File: config.mk
export PLATFORM = sky130hd
export DESIGN_NAME = lru_page_replacement
export DESIGN_NICKNAME = d
export VERILOG_FILES = /design/src/design/lpr_pkg.sv /design/src/design/lpr_ctrl.sv /design/src/design/lpr_dp.sv /design/src/design/lru_page_replacement.sv
export SDC_FILE = /design/constraint.sdc
export NUM_CORES = 1
export LEC_CHECK = 0
export BUFFER_PORTS_ARGS = -buffer_cell sky130_fd_sc_hd__buf_2
export CAP_MARGIN = 40
export CORE_MARGIN = 2
export CORE_UTILIZATION = 62
export CTS_CLUSTER_DIAMETER = 120
export CTS_CLUSTER_SIZE = 16
export DETAILED_ROUTE_END_ITERATION = 10
export GPL_TIMING_DRIVEN = 0
export PLACE_DENSITY = 0.81
export SETUP_SLACK_MARGIN = 0.3
export SLEW_MARGIN = 20
export SYNTH_ARGS = -nofsm -noshare
export SYNTH_HDL_FRONTEND = slang
export SYNTH_SLANG_ARGS = --single-unit
File: constraint.sdc
create_clock -name clk -period 13.76 [get_ports clk]
set_input_delay 2.752 -clock clk [delete_from_list [all_inputs] [get_ports clk]]
set_output_delay 2.752 -clock clk [all_outputs]
set_load 0.05 [all_outputs]
File: src/design/lpr_pkg.sv
// Shared constants, types and command struct for the LRU page replacement block.
`default_nettype none

package lpr_pkg;

  // Sizes of the frame table and of the transaction fields.
  localparam int FRAMES    = 8;
  localparam int PAGE_BITS = 16;
  localparam int SLOT_W    = 3;
  localparam int CNT_W     = 4;
  localparam int CFG_W     = 4;
  localparam int COUNT_W   = 32;

  // Frame count after reset.
  localparam logic [CFG_W-1:0] FRAMES_RESET = CFG_W'(FRAMES);

  typedef logic [SLOT_W-1:0]    slot_t;
  typedef logic [PAGE_BITS-1:0] page_t;
  typedef logic [COUNT_W-1:0]   count_t;
  typedef logic [CFG_W-1:0]     cfg_t;

  // Saturation value of the hit and fault counters.
  localparam count_t COUNT_MAX = '1;

  // Commands from the controller to the datapath.
  typedef struct packed {
    logic load;    // capture the input transaction
    logic exec;    // look up, update the frames and load the result register
    logic cfg_wr;  // write the frame count and start a new string
  } dp_cmd_t;

endpackage

`default_nettype wire

File: src/design/lpr_ctrl.sv
// Controller state machine: sequences capture and execution of each reference.
`default_nettype none

module lpr_ctrl (
  input  wire             clk,
  input  wire             rst_n,
  input  wire             in_valid,
  output logic            in_stall,
  output logic            out_valid,
  input  wire             out_stall,
  input  wire             cfg_valid,
  output logic            cfg_ready,
  output lpr_pkg::dp_cmd_t cmd
);
  import lpr_pkg::*;

  typedef enum logic [1:0] {
    S_IDLE = 2'b01,
    S_EXEC = 2'b10
  } state_t;

  state_t state_r, state_nxt;
  logic   out_valid_r, out_valid_nxt;
  logic   out_busy;

  // The result register is full and is not being taken this cycle.
  assign out_busy  = out_valid_r && out_stall;
  assign in_stall  = (state_r != S_IDLE);
  assign cfg_ready = (state_r == S_IDLE);
  assign out_valid = out_valid_r;

  // Next state and commands.
  always_comb begin
    state_nxt     = state_r;
    out_valid_nxt = out_valid_r && out_stall;
    cmd           = '0;
    cmd.cfg_wr    = cfg_valid && cfg_ready;
    unique case (state_r)
      S_IDLE: begin
        if (in_valid) begin
          cmd.load  = 1'b1;
          state_nxt = S_EXEC;
        end
      end
      S_EXEC: begin
        if (!out_busy) begin
          cmd.exec      = 1'b1;
          out_valid_nxt = 1'b1;
          state_nxt     = S_IDLE;
        end
      end
      default: begin
        state_nxt = S_IDLE;
      end
    endcase
  end

  always_ff @(posedge clk) begin
    if (!rst_n) begin
      state_r     <= S_IDLE;
      out_valid_r <= 1'b0;
    end else begin
      state_r     <= state_nxt;
      out_valid_r <= out_valid_nxt;
    end
  end

  // A result is never written over one that is still waiting.
  assert property (@(posedge clk) disable iff (!rst_n)
    cmd.exec |-> !(out_valid_r && out_stall))
    else $error("result register overwritten while stalled");

  // An accepted transaction moves to the execute state.
  assert property (@(posedge clk) disable iff (!rst_n)
    (in_valid && !in_stall) |=> (state_r == S_EXEC))
    else $error("accepted transaction not pending execution");

  // Every execution produces a result on the output.
  assert property (@(posedge clk) disable iff (!rst_n)
    cmd.exec |=> out_valid)
    else $error("execution without a result");

  // Capture and configuration never take place while a reference is pending.
  assert property (@(posedge clk) disable iff (!rst_n)
    (state_r == S_EXEC) |-> !(cmd.load || cmd.cfg_wr))
    else $error("capture or configuration during execution");

endmodule

`default_nettype wire

File: src/design/lpr_dp.sv
// Datapath: frame table, recency ranks, counters and the result register.
`default_nettype none

module lpr_dp (
  input  wire                             clk,
  input  wire                             rst_n,
  input  lpr_pkg::dp_cmd_t                cmd,
  input  wire [lpr_pkg::PAGE_BITS-1:0]    in_page,
  input  wire                             in_last_in_string,
  input  wire [lpr_pkg::CFG_W-1:0]        cfg_data,
  output logic                            out_hit,
  output logic [lpr_pkg::SLOT_W-1:0]      out_slot,
  output logic                            out_evicted_valid,
  output logic [lpr_pkg::PAGE_BITS-1:0]   out_evicted_page,
  output logic [lpr_pkg::COUNT_W-1:0]     out_hit_count,
  output logic [lpr_pkg::COUNT_W-1:0]     out_fault_count
);
  import lpr_pkg::*;

  // Frame table and string state.
  page_t              frame_page_r [FRAMES];
  logic [FRAMES-1:0]  valid_r, valid_nxt;
  slot_t              rank_r [FRAMES];
  slot_t              rank_nxt [FRAMES];
  count_t             hits_r, hits_nxt;
  count_t             faults_r, faults_nxt;
  cfg_t               frames_r;

  // Captured transaction.
  page_t              page_r;
  logic               last_r;

  // Result register.
  logic               res_hit_r;
  slot_t              res_slot_r;
  logic               res_ev_valid_r;
  page_t              res_ev_page_r;
  count_t             res_hits_r;
  count_t             res_faults_r;

  // Lookup results.
  logic [CNT_W-1:0]   n_act;
  logic [FRAMES-1:0]  active;
  logic [CNT_W-1:0]   count;
  logic               hit;
  slot_t              hit_slot;
  logic               found;
  slot_t              empty_slot;
  slot_t              victim;
  slot_t              victim_rank;
  slot_t              wr_slot;
  slot_t              old_rank;
  logic               evict;

  // Active frame count: zero acts as one, anything above the table acts as the table.
  always_comb begin
    if (frames_r == '0) begin
      n_act = CNT_W'(1);
    end else if (frames_r > CFG_W'(FRAMES)) begin
      n_act = CNT_W'(FRAMES);
    end else begin
      n_act = CNT_W'(frames_r);
    end
    for (int k = 0; k < FRAMES; k++) begin
      active[k] = (CNT_W'(k) < n_act);
    end
  end

  assign count = CNT_W'($countones(valid_r & active));

  // Lowest-index hit and lowest-index empty slot.
  always_comb begin
    hit        = 1'b0;
    hit_slot   = '0;
    found      = 1'b0;
    empty_slot = '0;
    for (int k = FRAMES - 1; k >= 0; k--) begin
      if (active[k] && valid_r[k] && (frame_page_r[k] == page_r)) begin
        hit      = 1'b1;
        hit_slot = SLOT_W'(k);
      end
      if (active[k] && !valid_r[k]) begin
        found      = 1'b1;
        empty_slot = SLOT_W'(k);
      end
    end
  end

  // Least recently used active slot; a tie goes to the lower index.
  always_comb begin
    victim      = '0;
    victim_rank = rank_r[0];
    for (int k = 1; k < FRAMES; k++) begin
      if (active[k] && (rank_r[k] < victim_rank)) begin
        victim      = SLOT_W'(k);
        victim_rank = rank_r[k];
      end
    end
  end

  assign evict    = !hit && !found;
  assign old_rank = rank_r[hit_slot];

  // Slot that receives the reference.
  always_comb begin
    priority if (hit) begin
      wr_slot = hit_slot;
    end else if (found) begin
      wr_slot = empty_slot;
    end else begin
      wr_slot = victim;
    end
  end

  // Rank, valid and counter updates for this reference.
  always_comb begin
    valid_nxt = valid_r;
    for (int k = 0; k < FRAMES; k++) begin
      rank_nxt[k] = rank_r[k];
    end
    hits_nxt   = hits_r;
    faults_nxt = faults_r;
    if (hit) begin
      for (int k = 0; k < FRAMES; k++) begin
        if (active[k] && valid_r[k] && (rank_r[k] > old_rank)) begin
          rank_nxt[k] = rank_r[k] - SLOT_W'(1);
        end
      end
      rank_nxt[hit_slot] = SLOT_W'(count - CNT_W'(1));
      hits_nxt = (hits_r == COUNT_MAX) ? hits_r : hits_r + COUNT_W'(1);
    end else begin
      if (found) begin
        valid_nxt[empty_slot] = 1'b1;
        rank_nxt[empty_slot]  = SLOT_W'(count);
      end else begin
        for (int k = 0; k < FRAMES; k++) begin
          if (active[k] && (SLOT_W'(k) != victim) && (rank_r[k] != '0)) begin
            rank_nxt[k] = rank_r[k] - SLOT_W'(1);
          end
        end
        rank_nxt[victim] = SLOT_W'(n_act - CNT_W'(1));
      end
      faults_nxt = (faults_r == COUNT_MAX) ? faults_r : faults_r + COUNT_W'(1);
    end
  end

  // Input capture.
  always_ff @(posedge clk) begin
    if (cmd.load) begin
      page_r <= in_page;
      last_r <= in_last_in_string;
    end
  end

  // String state: cleared by reset, a configuration write or the end of a string.
  always_ff @(posedge clk) begin
    if (!rst_n) begin
      frames_r <= FRAMES_RESET;
      valid_r  <= '0;
      hits_r   <= '0;
      faults_r <= '0;
      for (int k = 0; k < FRAMES; k++) begin
        rank_r[k] <= '0;
      end
    end else if (cmd.cfg_wr) begin
      frames_r <= cfg_data;
      valid_r  <= '0;
      hits_r   <= '0;
      faults_r <= '0;
      for (int k = 0; k < FRAMES; k++) begin
        rank_r[k] <= '0;
      end
    end else if (cmd.exec) begin
      if (last_r) begin
        valid_r  <= '0;
        hits_r   <= '0;
        faults_r <= '0;
        for (int k = 0; k < FRAMES; k++) begin
          rank_r[k] <= '0;
        end
      end else begin
        valid_r  <= valid_nxt;
        hits_r   <= hits_nxt;
        faults_r <= faults_nxt;
        for (int k = 0; k < FRAMES; k++) begin
          rank_r[k] <= rank_nxt[k];
        end
      end
    end
  end

  // Page store; entries are only read while their valid bit is set.
  always_ff @(posedge clk) begin
    if (cmd.exec && !hit) begin
      frame_page_r[wr_slot] <= page_r;
    end
  end

  // Result register.
  always_ff @(posedge clk) begin
    if (cmd.exec) begin
      res_hit_r      <= hit;
      res_slot_r     <= wr_slot;
      res_ev_valid_r <= evict;
      res_ev_page_r  <= evict ? frame_page_r[victim] : '0;
      res_hits_r     <= hits_nxt;
      res_faults_r   <= faults_nxt;
    end
  end

  assign out_hit           = res_hit_r;
  assign out_slot          = res_slot_r;
  assign out_evicted_valid = res_ev_valid_r;
  assign out_evicted_page  = res_ev_page_r;
  assign out_hit_count     = res_hits_r;
  assign out_fault_count   = res_faults_r;

  // Resident frames always lie inside the active range.
  assert property (@(posedge clk) disable iff (!rst_n)
    (valid_r & ~active) == '0)
    else $error("valid frame outside the active range");

  // A reference that does not end its string always leaves its page resident.
  assert property (@(posedge clk) disable iff (!rst_n)
    (cmd.exec && !last_r && !cmd.cfg_wr) |=> valid_r[$past(wr_slot)])
    else $error("referenced slot not resident after update");

endmodule

`default_nettype wire

File: src/design/lru_page_replacement.sv
// Top level of the LRU page replacement block: controller and datapath.
//
// Usage: each input transaction carries a page reference (in_page) and an
// end-of-string flag (in_last_in_string). Every reference produces exactly
// one result transaction with the hit flag, the frame slot now holding the
// page, the evicted page if a resident page was replaced, and the saturating
// hit and fault counts of the current string including this reference.
// Both channels use valid and stall; a transaction moves on a rising edge
// with valid high and stall low. The configuration channel (cfg_valid,
// cfg_ready, cfg_data) writes the frame count and starts a new string; it
// is accepted only while no reference is pending.
// Each reference is captured in the idle state; the frame lookup, rank update
// and result load follow in the execute state. A new reference is not accepted
// until the previous one has been executed.
// When the receiver stalls, the result is held and the next reference is
// still accepted, then waits in the execute state until the result is taken.
// Reset empties all frames, clears ranks and counters, and sets the frame
// count to eight.
`default_nettype none

module lru_page_replacement (
  input  wire                             clk,
  input  wire                             rst_n,
  input  wire                             in_valid,
  output logic                            in_stall,
  input  wire [lpr_pkg::PAGE_BITS-1:0]    in_page,
  input  wire                             in_last_in_string,
  output logic                            out_valid,
  input  wire                             out_stall,
  output logic                            out_hit,
  output logic [lpr_pkg::SLOT_W-1:0]      out_slot,
  output logic                            out_evicted_valid,
  output logic [lpr_pkg::PAGE_BITS-1:0]   out_evicted_page,
  output logic [lpr_pkg::COUNT_W-1:0]     out_hit_count,
  output logic [lpr_pkg::COUNT_W-1:0]     out_fault_count,
  input  wire                             cfg_valid,
  output logic                            cfg_ready,
  input  wire [lpr_pkg::CFG_W-1:0]        cfg_data
);
  import lpr_pkg::*;

  dp_cmd_t cmd;

  // Sequencing of capture, execution and configuration.
  lpr_ctrl u_ctrl (
    .clk       (clk),
    .rst_n     (rst_n),
    .in_valid  (in_valid),
    .in_stall  (in_stall),
    .out_valid (out_valid),
    .out_stall (out_stall),
    .cfg_valid (cfg_valid),
    .cfg_ready (cfg_ready),
    .cmd       (cmd)
  );

  // Frame table, ranks, counters and result register.
  lpr_dp u_dp (
    .clk               (clk),
    .rst_n             (rst_n),
    .cmd               (cmd),
    .in_page           (in_page),
    .in_last_in_string (in_last_in_string),
    .cfg_data          (cfg_data),
    .out_hit           (out_hit),
    .out_slot          (out_slot),
    .out_evicted_valid (out_evicted_valid),
    .out_evicted_page  (out_evicted_page),
    .out_hit_count     (out_hit_count),
    .out_fault_count   (out_fault_count)
  );

endmodule

`default_nettype wire
# --- Yosys cells after proc, flatten, opt, wreduce, memory -nomap -nowiden ---
# Memory sizes are Yosys's and may differ from the RTL's. A register that Yosys moved wholly into a read port is not among the register bits.
# Index checks and enable logic that the tools add are counted.
# Widths: inputs -> output; s select.
op_classes:
  n_addsub: 19
  n_mul: 0
  n_div: 0
  magnitude_cmp: 32
  n_eq_ne: 23
  shift: 0
  n_mux: 159
  bitwise: 30
  n_reduce_logical: 88
op_table:
  columns: ["operator", "n"]
  rows:
  - ["$mux 3", 95]
  - ["$mux 32", 6]
  - ["$eq 16x16->1", 8]
  - ["$bwmux 24", 3]
  - ["$add 32x1->32 const B", 2]
  - ["$eq 32x32->1 const B", 2]
  - ["$logic_and 1x1->1", 63]
  - ["$mux 24", 2]
  - ["$mux 1", 39]
  - ["$sub 3x1->3 const B", 10]
  - ["$demux 3 s3", 3]
  - ["$reduce_bool 3->1", 9]
  - ["$gt 3x3->1", 8]
  - ["$mux 8", 3]
  - ["$or 1x1->1", 24]
  - ["$lt 3x3->1", 7]
  - ["$lt 3x4->1 const A", 4]
  - ["$ge 4x4->1 const B", 3]
  - ["$lt 4x1->1 const B", 3]
  - ["$ne 3x3->1 const A", 4]
  - ["$not 3->4", 3]
  - ["$logic_not 1->1", 11]
  - ["$add 3x3->3", 3]
  - ["$add 1x1->2", 4]
  - ["23 further kinds", 32]
totals:
  regBits: 165
  latch_bits: 0
  mem_bits_rw: 152
  romBits: 0
  input_bits: 26
  output_inout_bits: 88
  word_cells: 366
  n_memories: 2
memory_table:
  columns: ["name", "depth", "width", "read_ports", "rd_clocked_by_memory_dff", "write_ports", "line_no", "source"]
  rows:
  - ["u_dp.frame_page_r", 8, 16, 9, 1, 1, "lpr_dp.sv:21", "page_t frame_page_r [FRAMES];"]
  - ["u_dp.rank_r", 8, 3, 9, 0, 8, "lpr_dp.sv:23", "slot_t rank_r [FRAMES];"]

# --- Longest topological paths before layout ---
# Gate-level depths: netlist of the first run.
depth:
  ltp_word: 34
  ltp_mapped: 35
  depth_no_buf: 31

# --- Cells and area by module ---
# From an unflattened synthesis of the first run, not the netlist that was laid out.
unflattened:
  cells_unflattened: 1886
  hier_area_um2: 19069.5
modules_own_cells:
  columns: ["module", "instances", "cells_per_inst", "area_per_inst_um2", "seq_area_each_um2"]
  rows:
  - ["lpr_dp", 1, 1872, 18939.4, 9118.7]
  - ["lpr_ctrl", 1, 14, 130.1, 60.1]

# --- Worst setup path before layout of the first run ---
# No wires, ideal clock.
synth_path:
  kind: "register to register"
  from: "reg u_dp.frames_r[3]"
  to: "mem u_dp.frame_page_r[6][0] in the netlist's numbering (enable)"
  setup_ns: 0.436
  arrival_time_ns: 9.505
  t_required_ns: 13.324
  slack_ns: 3.818
  path_stages_with_launch: 32
  path_buffers: 3
  synth_period_minus_slack_ns: 9.942
  path_cell_list: "dfxtp_1 clkbuf_1 clkbuf_1 o21bai_1 inv_1 ha_1 or3_1 buf_4 a211oi_1 mux2i_1 a21oi_1 o31ai_1 a221o_1 a211o_1 a211o_1 o21ai_0 a21oi_1 ha_1 a2111oi_0 o21ai_0 o21ba_1 a311oi_4 mux2_2 ha_1 o21ai_0 a21oi_1 o21ai_0 o311a_1 a21o_4 a21o_1 and2_1 nor4b_1"
synth_between:
  elab_chain_cells: 26
  elab_cells_between_ends: 100
  classes_between: "15 x order compare; 51 x mux; 34 x reduce/logical"
synth_rtl:
  columns: ["element", "line_no", "source"]
  rows:
  - ["from (decl)", "lpr_dp.sv:27", "cfg_t frames_r;"]
  - ["from (signal assigned)", "lpr_dp.sv:166", "frames_r <= cfg_data;"]
  - ["$gt 4x4->1", "lpr_dp.sv:59", "end else if (frames_r > CFG_W'(FRAMES)) begin"]
  - ["$mux 4", "lpr_dp.sv:59", null]
  - ["$mux 4 (*)", "lpr_dp.sv:57", "if (frames_r == '0) begin"]
  - ["$lt 1x4->1", "lpr_dp.sv:65", "active[k] = (CNT_W'(k) < n_act);"]
  - ["$logic_and 1x1->1", "lpr_dp.sv:94", "if (active[k] && (rank_r[k] < victim_rank)) begin"]
  - ["$mux 3", "lpr_dp.sv:94", null]
  - ["$lt 3x3->1", "lpr_dp.sv:94", null]
  - ["$logic_and 1x1->1", "lpr_dp.sv:94", null]
  - ["(+10 left out)", null, null]
  - ["$lt 3x3->1", "lpr_dp.sv:94", null]
  - ["$logic_and 1x1->1", "lpr_dp.sv:94", null]
  - ["$mux 3", "lpr_dp.sv:94", null]
  - ["$lt 3x3->1", "lpr_dp.sv:94", null]
  - ["$logic_and 1x1->1", "lpr_dp.sv:94", null]
  - ["$mux 3", "lpr_dp.sv:94", null]
  - ["$mux 3", "lpr_dp.sv:108", "end else if (found) begin"]
  - ["$mux 3", "lpr_dp.sv:106", "priority if (hit) begin"]
  - ["to (decl)", "lpr_dp.sv:21", null]
# Mark *: on every way between the ends. The rest lies on a longest branch, timed or not.

# --- Worst setup path after layout of the first run ---
layout_path:
  from: "reg u_dp.frames_r[3]"
  to: "mem u_dp.frame_page_r[1][14] in the netlist's numbering (enable)"
layout_between:
  elab_chain_cells: 26
  elab_cells_between_ends: 100
  classes_between: "15 x order compare; 51 x mux; 34 x reduce/logical"
layout_rtl:
  columns: ["element", "line_no", "source"]
  rows:
  - ["$gt 4x4->1", "lpr_dp.sv:59", null]
  - ["$mux 4", "lpr_dp.sv:59", null]
  - ["$mux 4 (*)", "lpr_dp.sv:57", null]
  - ["$lt 1x4->1", "lpr_dp.sv:65", null]
  - ["$logic_and 1x1->1", "lpr_dp.sv:94", null]
  - ["$mux 3", "lpr_dp.sv:94", null]
  - ["$lt 3x3->1", "lpr_dp.sv:94", null]
  - ["$logic_and 1x1->1", "lpr_dp.sv:94", null]
  - ["(+11 left out)", null, null]
  - ["$logic_and 1x1->1", "lpr_dp.sv:94", null]
  - ["$mux 3", "lpr_dp.sv:94", null]
  - ["$lt 3x3->1", "lpr_dp.sv:94", null]
  - ["$logic_and 1x1->1", "lpr_dp.sv:94", null]
  - ["$mux 3", "lpr_dp.sv:94", null]
  - ["$mux 3", "lpr_dp.sv:108", null]
  - ["$mux 3 (*)", "lpr_dp.sv:106", null]
  - ["named net u_dp.wr_slot[1]", "lpr_dp.sv:51", "slot_t wr_slot;"]
# The timed path passes the listed nets; every way through them passes the cells marked *.

==> qor.yml, run 1 <==
run_status:
  run_status: "finished, final reports clean"
sta:
  finalClockSkew_ps: 29.3
  fmax_mhz: 92.7
  finalSetupViolations: 0
  tightestPinTransition_ps: 825
  pnr_worst_setup_slack_ps: 2980
  timing.final.hold_violations: 0
  rsz0062_at_grt: "no"
  timing_max_transition_violations_final: 0
  shortest_clock_period_the_worst_path_allows_after_layout_ps: 10780
  final.setup.tns_ps: 0
  maxSlewHeadroom_pct: 44.5
  period_share_pct: 78.4
die:
  num_rows: 64
  placeableCoreArea_mm2: 0.0306
  die_w_um: 180
  dieArea_mm2: 0.0325
  initial_core_util_pct: 63.1
  die-height_um: 180
  pin_count: 114
routing:
  vias_per_cell: 6.61
  postRouteWirelength_mm: 61.0
  route.detailed.wl_per_inst_um: 24.5
  detailedRoute.firstIterationViolations: 2139
  drcViolationCount: 0
  route.vias.total: 16459
  drt_pass_1_iters: 6
  final_ant_viol_nets: 0
setup_path:
  worstSetupPathType: "reg2reg"
  cp_slowest_stage_delay_ps: 580
  worstPathRequired_ps: 14040
  crit_path_max_fanout: 10
  worstPathArrival_ps: 11070
  start_kind: "register"
  worst_setup_path_end_kind: "register"
  critical-path-slowest-cell: "sky130_fd_sc_hd__nor3_2"
cts:
  clockBufferDepth: 3
  htreeDepth: 1
  cts_setup_buffers: 0
  worst_setup_hold_path_clk_slew_ps: 80
  insertion_delay_ps: 580
  cts_num_sinks: 333
  post_cts_resize_count: 0
  cts-buffers-inserted: 24
  ctsHoldBuffers: 0
  tritoncts: "yes"
  clock_tree.root_cell: "sky130_fd_sc_hd__clkbuf_16"
final_layout:
  final_cell_mix: "sky130_fd_sc_hd__edfxtp_1, sky130_fd_sc_hd__nor2_1, sky130_fd_sc_hd__nand2_1"
  num_antenna_cells: 0
  layout.cells.most_common: "sky130_fd_sc_hd__edfxtp_1"
  final_layout_size_suffix_gt1_share_pct: 11.9
  final_net_count: 2163
  layout-area-overhead-vs-synth_pct: 10.7
yosys:
  syn_nets: 1997
  ys.warnings.count: 0
  asyncSetResetFlopFracSynth_pct: 0
  synth_flop_cell: "sky130_fd_sc_hd__edfxtp_1"
  yosysTopAreaCell: "sky130_fd_sc_hd__edfxtp_1"
  post_synth_inst_count: 1910
  synthesized_area_per_cell_um2: 10.1
  synth_area_mm2: 0.0193
  synth_top_cells_by_area: "sky130_fd_sc_hd__edfxtp_1, sky130_fd_sc_hd__dfxtp_1, sky130_fd_sc_hd__xor2_1, sky130_fd_sc_hd__xnor2_1, sky130_fd_sc_hd__ha_1"
  synth_seq_area_share_pct: 47.6
  yosys.cell_types.count: 96
  synth-edff-count: 251
  synth.top_cell.area_share_pct: 39.1
  synth_seq_cells: 333
pwr:
  power-per-cell-area_mw_per_mm2: 108
  leakagePower_nw: 8.19
  p_total_mw: 2.31
  ir_drop_v: 0.000122
worst_hold_path:
  timing.hold.worst.class: "reg2reg"
placed_design:
  dp_hpwl_mm: 45.4
  pre_cts_ws_ps: 3190
  buffer_ports.inserted: 112
  gp_congestion: 0.998
global_routing:
  grt_antenna_before_repair: 1
  total_global_route_track_usage_pct: 36.9
  grt_pass1_wl_mm: 92.5
  globalRouteOverflowTotal: 0
  grt_max_degree: 54
  first_global_vias: 15798
job:
  cap_viol_max_count: 0
-- registers in the layout (all words and copies together) (netlist names), 2 cells and up --
name / flops
u_dp.out_evicted_page: 16
u_dp.hits_r: 32
u_dp.rank_r: 24
u_dp.out_hit_count: 32
u_ctrl.state_r: 2
u_dp.valid_r: 8
u_dp.frame_page_r: 128
u_dp.frames_r: 4
u_dp.out_slot: 3
u_dp.faults_r: 32
u_dp.page_r: 16
u_dp.out_fault_count: 32
-- final timing paths --
path,start,endpoint,slack (ps),depth (start not counted)
min,u_dp.frames_r[0]$_SDFFE_PN0P_,u_dp.frames_r[0]$_SDFFE_PN0P_,500,2
min reg2reg,u_dp.frames_r[0]$_SDFFE_PN0P_,u_dp.frames_r[0]$_SDFFE_PN0P_,500,2
max,u_dp.frames_r[3]$_SDFFE_PN1P_,u_dp.frame_page_r[1][14]$_DFFE_PP_,2980,34
max reg2reg,u_dp.frames_r[3]$_SDFFE_PN1P_,u_dp.frame_page_r[1][14]$_DFFE_PP_,2980,34
-- per-layer routing --
metal	routed length (um)	vias up	GRT usage [%]
li1	-	7361	-
met1	23800	7947	48.1
met2	28400	957	59.8
met3	5510	194	6.14
met4	3320	0	18.5
met5	0	-	0
-- logic make-up after synthesis --
| group | synth area share, % |
|---|---|
| and+or+nand+nor | 15.3 |
| AOI/OAI and AO/OA | 15.4 |
| DFF | 47.6 |
| xor gates and xnor gates | 9.85 |
| buffers and inverters | 3.36 |
| muxes | 4.29 |
| adders and majority gates | 4.18 |
-- report_power, final --
group | switching, mW | internal (mW) | leakage, nW | total [mW]
sequential | 0.0170 | 1.09 | 3.12 | 1.10
clock | 0.355 | 0.333 | 0.332 | 0.687
combinational | 0.339 | 0.178 | 4.74 | 0.517
total | 0.711 | 1.60 | 8.19 | 2.31
-- cells in the mapped netlist, types with 13 or more instances --
cell                       number
sky130_fd_sc_hd__and3_1        22
sky130_fd_sc_hd__a222oi_1      13
sky130_fd_sc_hd__inv_1         60
sky130_fd_sc_hd__clkbuf_1      70
sky130_fd_sc_hd__edfxtp_1     251
sky130_fd_sc_hd__o22ai_1       36
sky130_fd_sc_hd__mux2_2        21
sky130_fd_sc_hd__mux2i_1       59
sky130_fd_sc_hd__a22o_1        14
sky130_fd_sc_hd__ha_1          58
sky130_fd_sc_hd__a22oi_1       26
sky130_fd_sc_hd__xor2_1       126
sky130_fd_sc_hd__and2_1        14
sky130_fd_sc_hd__nor3_1        37
sky130_fd_sc_hd__a21o_1        16
sky130_fd_sc_hd__nand4_1       21
sky130_fd_sc_hd__nor4_1        37
sky130_fd_sc_hd__dfxtp_1       82
sky130_fd_sc_hd__xnor2_1       91
sky130_fd_sc_hd__nand3_1       65
sky130_fd_sc_hd__a21oi_1      142
sky130_fd_sc_hd__a31oi_1       14
sky130_fd_sc_hd__o21ai_0       89
sky130_fd_sc_hd__nand2b_1      17
sky130_fd_sc_hd__nor2_1       162
sky130_fd_sc_hd__nand2_1      157
sky130_fd_sc_hd__or3_1         22
-- metrics by stage --
stage | util (%) | hold slack [ps] | area (um2) | std cells
finish | 69.8 | 502 | 21300 | 2490
CTS | 69.7 | 491 | 21300 | 2488
floorplan | - | 442 | 19300 | 1910
global route | 69.8 | 520 | 21300 | 2490
detailed placement | 67.4 | 474 | 20600 | 2444
global placement | 66.5 | 460 | 20300 | 2418
-- critical path, delay by kind of cell (launching register included) --
kind / cells / cell delay, ps
AND/OR/NAND/NOR: 3 / 1240
buffers and inverters: 7 / 1890
AO/OA/AOI/OAI: 19 / 5670
flip-flops: 1 / 420
multiplexers: 2 / 490
adder cells (fa/ha/maj): 3 / 790
-- layout make-up --
type / instances / area, um2
Buffer: 94 / 404
Sequential cell: 333 / 9180
Inverter: 66 / 248
Timing Repair Buffer: 140 / 796
Multi-Input combinational cell: 1417 / 9520
Clock buffer: 42 / 668
Tap cell: 396 / 495
Fill cell: 2371 / 9250
Clock inverter: 2 / 35.0
Note: power is estimated with default switching activity, not from simulation.
==> run 2, diff against run 1 <==
--- a/config.mk
+++ b/config.mk
@@ -5,6 +5,7 @@
 export SDC_FILE = /design/constraint.sdc
 export NUM_CORES = 1
 export LEC_CHECK = 0
+export ABC_AREA = 1
 export BUFFER_PORTS_ARGS = -buffer_cell sky130_fd_sc_hd__buf_2
 export CAP_MARGIN = 40
 export CORE_MARGIN = 2
==> constraint.sdc (replaced) <==
create_clock -name clk -period 10.6 [get_ports clk]
set_input_delay 2.12 -clock clk [delete_from_list [all_inputs] [get_ports clk]]
set_output_delay 2.12 -clock clk [all_outputs]
set_load 0.05 [all_outputs]
==> qor.yml, run 2 <==
cts:
  cts-buffers-inserted: 24  # unchanged
  post_cts_resize_count: 0  # unchanged
  tritoncts: "yes"  # unchanged
  cts_num_sinks: 333  # unchanged
  clockBufferDepth: 3  # unchanged
  ctsHoldBuffers: 0  # unchanged
  htreeDepth: 1  # unchanged
  worst_setup_hold_path_clk_slew_ps: 90  # was 80 ps
  insertion_delay_ps: 580  # about the same
  clock_tree.root_cell: "sky130_fd_sc_hd__clkbuf_16"  # unchanged
  cts_setup_buffers: 0  # unchanged
die:
  die_w_um: 182  # was 180 um
  placeableCoreArea_mm2: 0.0314  # was 0.0306 mm2
  num_rows: 65  # was 64
  die-height_um: 182  # was 180 um
  initial_core_util_pct: 62.5  # was 63.1%
  dieArea_mm2: 0.0331  # was 0.0325 mm2
  pin_count: 114  # unchanged
final_layout:
  final_net_count: 2636  # was 2163
  number_of_fill_cells: 2548  # was 2371
  final_area_mm2: 0.0217  # was 0.0213 mm2
  largest_reg_flops: 128  # unchanged
  final_layout_size_suffix_gt1_share_pct: 9.98  # was 11.9%
  largest_register_by_flop_count: "u_dp.frame_page_r"  # unchanged
  final_cell_mix: "sky130_fd_sc_hd__nand2_1, sky130_fd_sc_hd__inv_1, sky130_fd_sc_hd__edfxtp_1"  # was sky130_fd_sc_hd__edfxtp_1, sky130_fd_sc_hd__nor2_1, sky130_fd_sc_hd__nand2_1
  num_antenna_cells: 0  # unchanged
  core_utilization_of_the_finished_layout_pct: 69.0  # was 69.8%
  final-instance-count-excl-fill: 2968  # was 2490
  layout-area-overhead-vs-synth_pct: 10.3  # was 10.7%
  layout.cells.most_common: "sky130_fd_sc_hd__nand2_1"  # was sky130_fd_sc_hd__edfxtp_1
worst_hold_path:
  min-delay-start: "u_dp.valid_r[5]$_SDFFE_PP0P_"  # was u_dp.frames_r[0]$_SDFFE_PN0P_
  timing.hold.worst.class: "reg2reg"  # unchanged
placed_design:
  post_dp_cell_area_mm2: 0.0210  # was 0.0206 mm2
  buffer_ports.inserted: 113  # was 112
  place.detailed.instances: 2923  # was 2444
  pre_cts_ws_ps: 2580  # was 3190 ps
  dp_hpwl_mm: 50.7  # was 45.4 mm
  gp_congestion: 1.04  # was 0.998
setup_path:
  worst_setup_path_start: "u_dp.frames_r[3]$_SDFFE_PN1P_"  # unchanged
  regToRegStartpoint: "u_dp.frames_r[3]$_SDFFE_PN1P_"  # unchanged
  worst_setup_path_end_kind: "register"  # unchanged
  worstPathArrival_ps: 8630  # was 11070 ps
  start_kind: "register"  # unchanged
  worstPathRequired_ps: 10890  # was 14040 ps
  timing.critical_path.mode_cell: "sky130_fd_sc_hd__nand2_1"
  critical-path-slowest-cell: "sky130_fd_sc_hd__dfxtp_1"  # was sky130_fd_sc_hd__nor3_2
  worstSetupPathType: "reg2reg"  # unchanged
  crit_path_max_fanout: 10  # unchanged
  cp_slowest_stage_delay_ps: 610  # was 580 ps
yosys:
  syn_nets: 2478  # was 1997
  synth_top_cells_by_area: "sky130_fd_sc_hd__edfxtp_1, sky130_fd_sc_hd__nand2_1, sky130_fd_sc_hd__dfxtp_1, sky130_fd_sc_hd__inv_1, sky130_fd_sc_hd__xor2_1"  # was sky130_fd_sc_hd__edfxtp_1, sky130_fd_sc_hd__dfxtp_1, sky130_fd_sc_hd__xor2_1, sky130_fd_sc_hd__xnor2_1, sky130_fd_sc_hd__ha_1
  synth_most_common_cell: "sky130_fd_sc_hd__nand2_1"  # was sky130_fd_sc_hd__edfxtp_1
  yosysTopAreaCell: "sky130_fd_sc_hd__edfxtp_1"  # unchanged
  ys.warnings.count: 0  # unchanged
  synth.top_cell.area_share_pct: 38.4  # was 39.1%
  synth_flop_cell: "sky130_fd_sc_hd__edfxtp_1"  # unchanged
  yosys.cell_types.count: 56  # was 96
  post_synth_inst_count: 2391  # was 1910
  synth_seq_area_share_pct: 46.8  # was 47.6%
  synth-edff-count: 251  # unchanged
  synth_seq_cells: 333  # unchanged
  synthesized_area_per_cell_um2: 8.21  # was 10.1 um2
  synth_top_cells_by_count: "sky130_fd_sc_hd__nand2_1, sky130_fd_sc_hd__inv_1, sky130_fd_sc_hd__edfxtp_1"  # was sky130_fd_sc_hd__edfxtp_1, sky130_fd_sc_hd__nor2_1, sky130_fd_sc_hd__nand2_1
  synth_area_mm2: 0.0196  # was 0.0193 mm2
  asyncSetResetFlopFracSynth_pct: 0  # unchanged
routing:
  drt_pass_1_iters: 8  # was 6
  vias_per_cell: 6.27  # was 6.61
  final_ant_viol_nets: 0  # unchanged
  route.detailed.wl_per_inst_um: 22.7  # was 24.5 um
  postRouteWirelength_mm: 67.4  # was 61.0 mm
  route.vias.total: 18600  # was 16459
  drcViolationCount: 0  # unchanged
  detailedRoute.firstIterationViolations: 2449  # was 2139
global_routing:
  grt_max_degree: 28  # was 54
  grt_antenna_before_repair: 1  # unchanged
  globalRouteOverflowTotal: 0  # unchanged
  first_global_vias: 17678  # was 15798
  grt_pass1_wl_mm: 102  # was 92.5 mm
  total_global_route_track_usage_pct: 40.5  # was 36.9%
run_status:
  run_status: "finished, final reports clean"  # unchanged
sta:
  timing_max_transition_violations_final: 0  # unchanged
  shortest_clock_period_the_worst_path_allows_after_layout_ps: 8340  # was 10780 ps
  finalSetupViolations: 0  # unchanged
  pnr_worst_setup_slack_ps: 2260  # was 2980 ps
  whs_ps: 492  # was 502 ps
  final.setup.tns_ps: 0  # unchanged
  tightestPinTransition_ps: 873  # was 825 ps
  fmax_mhz: 120  # was 92.7 MHz
  rsz0062_at_grt: "no"  # unchanged
  maxSlewHeadroom_pct: 41.8  # was 44.5%
  period_share_pct: 78.7  # was 78.4%
  finalClockSkew_ps: 42.7  # was 29.3 ps
  timing.final.hold_violations: 0  # unchanged
job:
  cap_viol_max_count: 0  # unchanged
pwr:
  seqPwrFrac_pct: 43.7  # was 47.8%
  p_sw_share_pct: 36.5  # was 30.8%
  clock_power_share_pct: 27.1  # was 29.8%
  p_comb_share_pct: 29.1  # was 22.4%
  power-per-cell-area_mw_per_mm2: 153  # was 108 mW/mm2
  netSwitchingPower_mw: 1.21  # was 0.711 mW
  p_int_mw: 2.11  # was 1.60 mW
  ir_drop_v: 0.000161  # was 0.000122 V
  leakagePower_nw: 8.80  # was 8.19 nW
  p_total_mw: 3.32  # was 2.31 mW
[run 2: cell types whose count changed in the layout (fill, tap and decap cells not counted), sizes merged, moves of 20 or more]
cell	previous run	this run
nand2	157	620
inv	61	307
xnor2	91	27
mux2i	59	0
nand4	22	79
nor2	163	212
nand3	67	103
clkbuf	114	81
o211ai	8	38
and3	22	2
mux2	21	1
nor4	37	57
or3	22	2
[run 2: metal layers]
| metal | wire length (um) | track usage [%] |
|---|---|---|
| met1 | 26300 | 56.3 |
| met2 | 30200 | 64.8 |
| met3 | 8380 | 6.46 |
| met4 | 2490 | 14.7 |
| met5 | 18 | 0 |
[run 2: final timing paths]
path,end,slack (ps),cells past startpoint
max reg2reg,u_dp.frame_page_r[7][4]$_DFFE_PP_,2260,45
min reg2reg,u_dp.valid_r[5]$_SDFFE_PP0P_,490,2
min,u_dp.valid_r[5]$_SDFFE_PP0P_,490,2
max,u_dp.frame_page_r[7][4]$_DFFE_PP_,2260,45
[run 2: logic make-up after synthesis]
group	count (synthesis)	share of synthesized area (%)
adders and majority gates	61	4.00
xor gates and xnor gates	138	6.16
DFF	333	46.8
AOI/OAI and AO/OA	321	9.34
and+or+nand+nor	1166	26.3
muxes	1	0.0574
buffers and inverters	371	7.34
[run 2: cell type report]
type                            instances  area (um2)  share of cell area (%)
Timing Repair Buffer                  132         803                    3.71
Clock buffer                           41         664                    3.07
Sequential cell                       333        9180                    42.4
Tap cell                              402         503                    2.32
Inverter                              312        1170                    5.41
Clock inverter                          2        21.3                  0.0982
Buffer                                 59         270                    1.25
Multi-Input combinational cell       1687        9040                    41.8
[run 2: power groups by stage]
stage	logic, mW	clock network, mW	registers (mW)
floorplan	0.609	0	1.48
global placement	0.912	0	1.48
detailed placement	0.927	0	1.48
CTS	0.933	0.895	1.45
global route	1.04	0.940	1.45
finish	0.967	0.901	1.45
[run 2: worst max-delay path: cells and delay by family (launching register included)]
family                     cells  cell delay [ps]
adders and majority gates      3              920
buffers and inverters          8             1180
DFF                            1              610
AOI/OAI and AO/OA              6             1830
and+or+nand+nor               28             3470
